## src/rcr_pkg.sv

```systemverilog
// Shared types and constants for the rectangle canvas rasteriser.
// Used by rcr_ctrl, rcr_datapath and the top level; no dependencies.
package rcr_pkg;

  // Field widths fixed by the interface
  localparam int CfgW   = 9;
  localparam int CoordW = 24;
  localparam int OffW   = 26;

  // One pixel step in Q.8 fixed point
  localparam logic signed [OffW-1:0] OneQ8 = 26'sd256;

  // Register reset values
  localparam logic [CfgW-1:0] CanvasWidthReset  = 9'd256;
  localparam logic [CfgW-1:0] CanvasHeightReset = 9'd256;
  localparam logic [7:0]      BackgroundReset   = 8'd32;

  typedef enum logic [1:0] {
    FUNC_CLEAR = 2'd0,
    FUNC_DRAW  = 2'd1,
    FUNC_READ  = 2'd2
  } func_e_t;

  typedef enum logic [1:0] {
    STATUS_OK     = 2'd0,
    STATUS_REJECT = 2'd1,
    STATUS_OOB    = 2'd2
  } status_e_t;

  typedef enum logic [1:0] {
    CFG_CANVAS_WIDTH  = 2'd0,
    CFG_CANVAS_HEIGHT = 2'd1,
    CFG_BACKGROUND    = 2'd2
  } cfg_idx_t;

  typedef enum logic [2:0] {
    S_IDLE,
    S_CLEAR,
    S_DRAW,
    S_READ,
    S_DONE
  } state_t;

  // Controller to datapath commands
  typedef struct packed {
    logic load;
    logic step;
    logic clear_mode;
    logic read_mem;
    logic result_load;
  } cmd_t;

  // Datapath to controller status
  typedef struct packed {
    logic last;
    logic draw_reject;
    logic out_full;
  } sts_t;

endpackage

```

## src/rcr_ctrl.sv

```systemverilog
// Sequencing state machine of the rectangle canvas rasteriser.
// Depends on rcr_pkg; drives rcr_datapath through cmd_t and reads sts_t.
module rcr_ctrl (
  input  logic          clk,
  input  logic          rst,
  input  logic          in_valid,
  input  logic [1:0]    func,
  output logic          in_ready,
  output rcr_pkg::cmd_t cmd,
  input  rcr_pkg::sts_t sts
);
  import rcr_pkg::*;

  state_t state;
  state_t state_next;

  // State register
  always_ff @(posedge clk) begin
    if (rst) begin
      state <= S_IDLE;
    end else begin
      state <= state_next;
    end
  end

  // Next state and commands
  always_comb begin
    state_next = state;
    cmd        = '0;
    in_ready   = 1'b0;
    unique case (state)
      S_IDLE: begin
        in_ready = 1'b1;
        if (in_valid) begin
          cmd.load = 1'b1;
          unique case (func_e_t'(func))
            FUNC_CLEAR: state_next = S_CLEAR;
            FUNC_DRAW:  state_next = sts.draw_reject ? S_DONE : S_DRAW;
            FUNC_READ:  state_next = S_READ;
            default:    state_next = S_DONE;
          endcase
        end
      end
      S_CLEAR: begin
        cmd.step       = 1'b1;
        cmd.clear_mode = 1'b1;
        if (sts.last) begin
          state_next = S_DONE;
        end
      end
      S_DRAW: begin
        cmd.step = 1'b1;
        if (sts.last) begin
          state_next = S_DONE;
        end
      end
      S_READ: begin
        cmd.read_mem = 1'b1;
        state_next   = S_DONE;
      end
      S_DONE: begin
        // hold the result until the output slot is free
        if (!sts.out_full) begin
          cmd.result_load = 1'b1;
          state_next      = S_IDLE;
        end
      end
      default: state_next = S_IDLE;
    endcase
  end

`ifndef SYNTHESIS
  a_accept_leaves_idle: assert property (@(posedge clk) disable iff (rst)
    (in_valid && in_ready) |=> (state != S_IDLE))
    else $error("accepted item did not start work");

  a_result_returns_idle: assert property (@(posedge clk) disable iff (rst)
    cmd.result_load |=> (state == S_IDLE))
    else $error("result load did not return to idle");

  a_read_one_cycle: assert property (@(posedge clk) disable iff (rst)
    (state == S_READ) |=> (state == S_DONE))
    else $error("pixel read took more than one cycle");
`endif

endmodule

```

## config.mk

```make
export PLATFORM = sky130hd
export DESIGN_NAME = rcr_ctrl
export DESIGN_NICKNAME = d
export VERILOG_FILES = /design/src/rcr_pkg.sv /design/src/rcr_ctrl.sv
export SDC_FILE = /design/constraint.sdc
export NUM_CORES = 1
export LEC_CHECK = 0
export BUFFER_PORTS_ARGS = -buffer_cell sky130_fd_sc_hd__buf_2
export CAP_MARGIN = 10
export CORE_AREA = 2 2 39 41
export CTS_BUF_LIST = sky130_fd_sc_hd__clkbuf_8
export CTS_CLUSTER_DIAMETER = 30
export DETAILED_ROUTE_END_ITERATION = 12
export DIE_AREA = 0 0 41 43
export REMOVE_ABC_BUFFERS = 1
export SETUP_SLACK_MARGIN = 0.2
export SKIP_LAST_GASP = 1
export SLEW_MARGIN = 30
export SYNTH_ARGS = -nofsm -noshare
export SYNTH_HDL_FRONTEND = slang
export SYNTH_SLANG_ARGS = --single-unit
```

## constraint.sdc

```tcl
create_clock -name clk -period 1.3 [get_ports clk]
set_input_delay 0.26 -clock clk [delete_from_list [all_inputs] [get_ports clk]]
set_output_delay 0.26 -clock clk [all_outputs]
set_load 0.01 [all_outputs]
```

### Yosys cells after proc, flatten, opt, wreduce, memory -nomap -nowiden

Index checks and enable logic that the tools add are counted.

| word-level totals | value |
|---|---|
| flip-flop bits (word level) | 3 |
| input port bits | 8 |
| output and inout bits | 6 |
| logic and storage cells | 28 |

| operators by class | value |
|---|---|
| equality and inequality tests | 9 |
| muxes and demuxes | 14 |
| reduce and logical (&&, ||, !) cells | 4 |

Operators with widths:

| kind | count |
|---|---|
| 3-bit 2-to-1 mux | 4 |
| 3-bit case mux with 4 select lines | 1 |
| 3-bit case mux with 3 select lines | 1 |
| 1-bit 2-to-1 mux | 8 |
| 3-bit by 2-bit == test with 1-bit output, second input constant | 2 |
| 2-bit != test, second input constant | 2 |
| 3-bit by 1-bit == test with 1-bit output, second input constant | 1 |
| 3-bit == test, second input constant | 1 |
| 3-bit zero test | 1 |
| 3-bit AND reduction | 1 |
| 2-bit by 1-bit == test with 1-bit output, second input constant | 1 |
| 2-bit == test, second input constant | 1 |
| 2-bit zero test | 1 |
| 2-bit by 1-bit != test with 1-bit output, second input constant | 1 |
| 2-bit OR reduction | 1 |

### Logic depth before layout (Yosys ltp)

Gate-level depths: netlist (run 1).

| depth | value |
|---|---|
| word-level depth | 4 |
| gate-level depth with buffers | 4 |
| depth with buffers taken out | 3 |

### Worst setup path after synthesis (run 1)

OpenSTA, ideal clock, no wires.

| timing | value |
|---|---|
| path type | register to output |
| from | reg state[2] |
| to | out cmd[4] in the netlist's numbering |
| arrival time | 1062 ps |
| required time | 1040 ps |
| slack | -22 ps |
| stages on the path, launching flop included | 4 |
| path buffers | 1 |
| cell sequence | dfxtp_1 -> buf_2 -> nor3_1 -> and2_1 |

RTL lines:

| what | RTL line | text |
|---|---|---|
| start: declaration | rcr_ctrl.sv:14 | `state_t state;` |
| start signal: assignment | rcr_ctrl.sv:22 | `state <= state_next;` |
| end: declaration | rcr_ctrl.sv:9 | `output rcr_pkg::cmd_t cmd,` |

==> results of run 1 <==
## power breakdown
group	internal, µW	total [µW]	switching, µW	leakage (µW)
Combinational	198	330	132	0.000167
Clock	201	258	57.5	0.0000269
Sequential	120	184	64.3	0.0000264
Total	518	772	254	0.000220
## kinds of logic (layout without fill, tap and decap cells)
family / after synthesis / after routing / synth area share, %
AND/OR/NAND/NOR: 18 / 18 / 42.73
AO/OA/AOI/OAI: 5 / 5 / 15.97
flip-flops: 3 / 3 / 22.54
buffers and inverters: 3 / 23 / 7.981
multiplexers: 2 / 2 / 7.512
XOR/XNOR: 1 / 1 / 3.287
## synth_stat cells
cell / instances
and3b_1: 1
nor4bb_1: 1
mux2i_1: 2
nand2_1: 1
buf_6: 1
xnor2_1: 1
nor2_1: 3
o21a_1: 1
buf_2: 2
dfxtp_1: 3
o41ai_2: 1
nor3b_1: 2
nor2b_1: 1
and2_1: 1
nor4_1: 1
nor4b_1: 2
o21ai_0: 2
nand2b_1: 3
a211o_1: 1
nor3_1: 2
## per-stage QoR
step           hold slack (ns)  setup TNS [ns]  cell area (µm²)
2_1_floorplan           0.3648               0            245.2
3_3_place_gp            0.5301        -0.04641            352.8
3_5_place_dp            0.5412               0            352.8
4_1_cts                 0.3074        -0.02281            447.9
5_1_grt                 0.3269         -0.3285            489.2
6_report                0.3077        -0.05546            489.2
## layout make-up
class / instances / area, µm² / area share (%)
flip-flops and latches: 3 / 68.82 / 14.07
multi-input cells: 26 / 237.7 / 48.59
clock inverters: 1 / 3.754 / 0.7673
well taps: 16 / 20.02 / 4.092
repair buffers: 19 / 117.6 / 24.04
clock buffers: 3 / 41.29 / 8.440
## worst max-delay path by stage
stage	to	from	cells past startpoint	slack [ns]
after CTS	cmd[0]	state[1]	3	-0.01
after global placement	state[1]	state[2]	3	-0.04
final	cmd[0]	state[1]	3	-0.03
after detailed placement	state[1]	state[2]	3	0.01
after floorplan	cmd[4]	state[2]	2	0.03
after global routing	state[1]	state[1]	5	-0.07
## what timing repair did
item / 4_1_cts / 5_1_grt
pin swaps: 4 / 3
gates resized for setup: 10 / 6
hold buffers: 0 / 0
setup buffers: 2 / 1
endpoints found under the setup margin: 9 / 9
## routing by layer
layer | up-vias | share of wire, %
met5 | - | 0
met4 | 0 | 0
met3 | 0 | 3.0
met2 | 6 | 59
met1 | 148 | 38
li1 | 156 | -
==> summary.md, run 1 <==
| Metric | Value |
|---|---|
| Area contributors post-synth | `dfxtp_1, mux2i_1, nand2b_1` |
| CP startpoint kind | `flop` |
| WL final | `between 700 and 800 µm` |
| RSZ-0062 raised after global routing | `true` |
| Worst r2r dst | `state[1]` |
| DRT iter0 DRCs | `0` |
| Post-route ant nets | `0` |
| Dpl cells | `~60` |
| Worst r2r src | `state[2]` |
| Diodes inserted | `0` |
| CTS sink count | `3` |
| Failing checks | `setup timing` |
| DRC violations left | `0` |
| DR vias | `just over 300` |
| Power consumption | `roughly 770 µW` |
| DRT Pass-1 Iters | `1` |
| Worst Path Arrival | `around 1.1 ns` |
| Top delay family on crit path | `flip-flops` |
| Clock Latency Late Sink | `between 0.2 and 0.25 ns` |
| Synth Area per Inst | `around 8.3 µm²` |
| FP Rows | `14` |
| Met2 Track Usage GR | `between 15 and 20%` |
| Worst Setup Path Type | `reg2out` |
| Max_cap viols | `0` |
| Flops & latches, synth | `3` |
| Final nets | `slightly above 60` |
| Fmax | `0.7526 GHz` |
| Reg2reg setup slack | `around 0.060 ns` |
| CTS clk-pin slew, worst paths | `around 0.03 ns` |
| Share of layout cells above drive strength 1 | `between 50 and 60%` |
| Tot GR Track Use | `10.23%` |
| M1 GR Usage | `a little under a tenth` |
| Area growth syn-to-layout | `83.57%` |
| Share of Yosys cell area claimed by the top area cell type | `22.54%` |
| Drt wl/cell | `around 11 µm` |
| Antenna violations before repair | `0` |
| CP bufs+invs | `2` |
| Max Slew Vio Count | `0` |
| Clk root buf | `clkbuf_8` |
| Yosys top cell by area | `dfxtp_1` |
| CTS Buf Count | `3` |
| Core Region | `roughly 1400 µm²` |
| Slowest-stage cell, CP | `dfxtp_4` |
| CTS Buffer Depth | `2` |
| Ports | `14` |
| Largest net degree at the start of global routing | `11` |
| Worst hold endpoint | `state[2]` |
| Post-Syn Area | `approximately 270 µm²` |
| Most frequent cells in the layout | `buf_2, buf_4, nor2_1, nand2b_1, clkbuf_8` |
| Die height | `about 43 µm` |
| Busiest grt layer | `met2` |
| Leak | `0.0002204 µW` |
| Worst IR drop on VDD | `roughly 0.34 mV` |
| Synth Instances | `32` |
| Die area | `1763 µm²` |
| Critical Path RT | `roughly 1.0 ns` |
| Slowest stage delay, CP | `roughly 0.37 ns` |
| IO Port Bufs | `13` |
| Initial Utilization | `19.26%` |
| Remaining Overflow, GRT | `0` |
| Distinct cell type count after synthesis | `20` |
| PD cells | `about 1600 nW/µm²` |
| Worst Skew | `around 0.0018 ns` |
| Synthesis warning total | `0` |
| Vias per cell | `4.559` |
| Largest registers | `state x3` |
| Filler cells | `150` |
| Most common cell after layout, fill and taps aside | `buf_2` |
| Status | `finished with violations` |
| Final cell count without fillers | `68` |
| First-pass GRT wire length | `approximately 1200 µm` |
| Slew HR | `81.07%` |
| Fin worst setup slack | `-0.02881 ns` |
| Place WS | `between 0.009 and 0.01 ns` |
| H-tree depth | `1` |
| Fin util | `a little over a third` |
| Hold Path Class | `in2reg` |
| Hold path cells | `2` |
| Largest register by flop count | `state` |
| Final setup fails | `4` |
| Die width | `roughly 41 µm` |
| Final Hold Fails | `0` |
| Seq/Total Area, Yosys | `between 20% and 30%` |
| Reg2reg path depth | `3` |
| Met3 GRT Util | `about 1.6%` |
| Worst-margin pin slew | `0.2833 ns` |
| Crit end category | `output pin` |
| GPL Wtd Cong | `between 0.6 and 0.7` |
| Period utilization | `102.2%` |
| CP Max Fanout | `5` |
| Max reg flops | `3` |
| TritonCTS clock tree | `done` |
| Crit path cell chain | `buf_6 -> nor4b_4 -> buf_2` |
| Minimum clock period | `roughly 1.3 ns` |
| Number of global-route vias before repair | `a little over 300` |
| Hold wc startpoint | `rst` |
(Power assumes the default switching activity.)
==> run 2, diff against run 1 <==
--- a/config.mk
+++ b/config.mk
@@ -5,6 +5,7 @@
 export SDC_FILE = /design/constraint.sdc
 export NUM_CORES = 1
 export LEC_CHECK = 0
+export ABC_AREA = 1
 export BUFFER_PORTS_ARGS = -buffer_cell sky130_fd_sc_hd__buf_2
 export CAP_MARGIN = 10
 export CORE_AREA = 2 2 39 41
==> summary.md, run 2 <==
| Metric | Value |
|---|---|
| Status | `finished, final reports clean` |
| Critical Path Start | `state[0]` |
| Fin util | `between 30% and 40%` |
| Worst Path Arrival | `roughly 0.99 ns` |
| DRT Pass-1 Iters | `2` |
| Reg2reg path depth | `8` |
| GPL Wtd Cong | `approximately 0.67` |
| PD cells | `between 2000 and 3000 nW/µm²` |
| Hold Path Class | `in2reg` |
| Drt wl/cell | `roughly 8.2 µm` |
| Most frequent cells in the layout | `buf_2, nor2_1, nand2_1, inv_1, nand2_2` |
| Yosys top cell by area | `dfxtp_1` |
| WL final | `between 600 and 700 µm` |
| Simple logic cell fraction of the synthesized area | `about 64%` |
| Fmax | `0.8029 GHz` |
| Slowest stage delay, CP | `about 0.35 ns` |
| Filler cells | `150` |
| TritonCTS clock tree | `done` |
| Clk root buf | `clkbuf_8` |
| Post-synth EDFFs | `0` |
| Remaining Overflow, GRT | `0` |
| Most common cell after layout, fill and taps aside | `buf_2` |
| Slowest-stage cell, CP | `dfxtp_4` |
| Flops & latches, synth | `3` |
| Crit end category | `output pin` |
| Final Hold Fails | `0` |
| CTS clk-pin slew, worst paths | `around 0.030 ns` |
| Distinct cell type count after synthesis | `14` |
| Share of layout cells above drive strength 1 | `a little under three fifths` |
| Area growth syn-to-layout | `69.34%` |
| Initial Utilization | `19.17%` |
| IO Port Bufs | `13` |
| Core Region | `~1400 µm²` |
| Worst-margin pin slew | `roughly 0.25 ns` |
| Leak | `roughly 0.00026 µW` |
| Post-Syn Area | `between 200 and 300 µm²` |
| Worst Skew | `around 0.0019 ns` |
| Post-route ant nets | `0` |
| Diodes inserted | `0` |
| CP startpoint kind | `flop` |
| Die width | `about 41 µm` |
| Synth Instances | `between 40 and 50` |
| Fin Setup TNS | `0 ns` |
| Worst r2r src | `state[0]` |
| Worst r2r dst | `state[0]` |
| CTS Buf Count | `3` |
| Die height | `between 40 and 50 µm` |
| Antenna violations before repair | `0` |
| DRC violations left | `0` |
| CP Max Fanout | `4` |
| Fraction of registers with async set/reset | `0%` |
| Synth Area in Compound Gates | `between 1.5 and 2%` |
| RSZ-0062 raised after global routing | `true` |
| Most used DFF post-synth | `dfxtp_1` |
| Hold wc startpoint | `rst` |
| Final nets | `between 70 and 80` |
| Minimum clock period | `approximately 1.2 ns` |
| Tot GR Track Use | `under 10%` |
| First-pass GRT wire length | `979 µm` |
| Largest net degree at the start of global routing | `7` |
| Slew HR | `83.16%` |
| Share of Yosys cell area claimed by the top area cell type | `a little under a quarter` |
| Clock Latency Late Sink | `~0.22 ns` |
| Synthesis warning total | `0` |
| Synth Area per Inst | `5.895 µm²` |
| Die area | `about 1800 µm²` |
| Post-synthesis mux area share | `0%` |
| Ports | `14` |
| Max Slew Vio Count | `0` |
| Crit path to | `cmd[4]` |
| H-tree depth | `1` |
| DR vias | `between 300 and 400` |
| Largest family of logic cells by synthesized area | `simple AND/OR/NAND/NOR gates` |
| Most common cell in the netlist | `nor2_1` |
| Number of global-route vias before repair | `250` |
| Worst IR drop on VDD | `1.002 mV` |
| Area contributors post-synth | `dfxtp_1, nor2_1, nand2_1` |
| Seq/Total Area, Yosys | `a little under a quarter` |
| Critical Path RT | `roughly 1.0 ns` |
| Max_cap viols | `0` |
| Final setup fails | `0` |
| Max reg flops | `3` |
| Period utilization | `between 90% and 100%` |
| Commonest cells post-synth | `nor2_1, nand2_1, inv_1` |
| Hpwl dp | `~470 µm` |
| CTS Buffer Depth | `2` |
| Hold path cells | `4` |
| Worst Setup Path Type | `reg2out` |
| DRT iter0 DRCs | `1` |
| FP Rows | `14` |
| Vias per cell | `approximately 4.1` |
| Largest registers | `state x3` |
| Reg2reg setup slack | `0.14 ns` |
| Synth Area in XOR/XNOR | `0%` |
| Synth Area in Adders | `0%` |
| Largest register by flop count | `state` |
| CTS sink count | `3` |
| Crit path cell chain | `nor2_4 -> nand2_2 -> nor2_1 -> buf_2` |
## run 2: cell types whose count changed in the layout (fill, tap and decap cells not counted), sizes merged, moves of 2 or more
cell	change
nor2	+8
nand2	+10
nand3	+5
mux2i	-2
nor4b	-2
inv	+8
buf	-5
nand2b	-3
## run 2: cell families after synthesis
logic type             count (synthesis)
buffers and inverters                  8
AOI/OAI and AO/OA                      1
and+or+nand+nor                       33
DFF                                    3
## run 2: layer usage
metal	wire length [µm]	up-vias	global-route usage [%]
met2	286	11	10.63
met5	0	-	0
met4	32	0	10.00
met1	266	129	9.904
li1	-	175	-
met3	63	5	9.424
## run 2: final cells by class
type | count | area, µm² | share of cell area (%)
Clock buffer | 3 | 41.29 | 9.192
Clock inverter | 1 | 3.754 | 0.8357
Inverter | 8 | 30.03 | 6.685
Multi-Input combinational cell | 34 | 210.2 | 46.80
Sequential cell | 3 | 71.32 | 15.88
Tap cell | 16 | 20.02 | 4.457
Timing Repair Buffer | 14 | 72.57 | 16.16
## run 2: how the worst min path moves through the flow
stage	end	slack (ns)
after detailed placement	state[1]	0.53
after floorplan	state[1]	0.43
after global routing	state[2]	0.31
after CTS	state[1]	0.29
after global placement	state[2]	0.53
final	state[1]	0.29
## run 2: repair_timing
action                     4_1_cts  5_1_grt
pin swaps                        1        4
setup buffers                    1        0
setup endpoints to repair        7        9
resized for setup                5       11
hold buffers                     0        0
## run 2: critical path, delay by kind of cell (launching register included)
| family | cells | cell delay, ns |
|---|---|---|
| buffers and inverters | 1 | 0.13 |
| AND/OR/NAND/NOR | 3 | 0.29 |
| flip-flops | 1 | 0.35 |
## run 2: metrics by stage
step                      worst slack (ns)  cells  total power (µW)  cell area [µm²]  hold WS (ns)
after global placement              0.1912     74             842.8            350.3        0.5317
after floorplan                     0.2563     45             678.3            265.3        0.4271
after CTS                          0.04992     79              1184            411.6        0.2855
final                              0.05458     79              1252            449.2        0.2893
after global routing              0.003800     79              1386            449.2        0.3113
after detailed placement            0.2033     74             842.0            350.3        0.5276
## run 2: report_power, final
part / total, µW / switching (µW) / internal (µW) / leakage (µW)
Sequential: 251 / 84.4 / 167 / 0.0000268
Combinational: 734 / 409 / 325 / 0.000202
Clock: 266 / 65.1 / 201 / 0.0000269
Total: 1250 / 559 / 693 / 0.000256
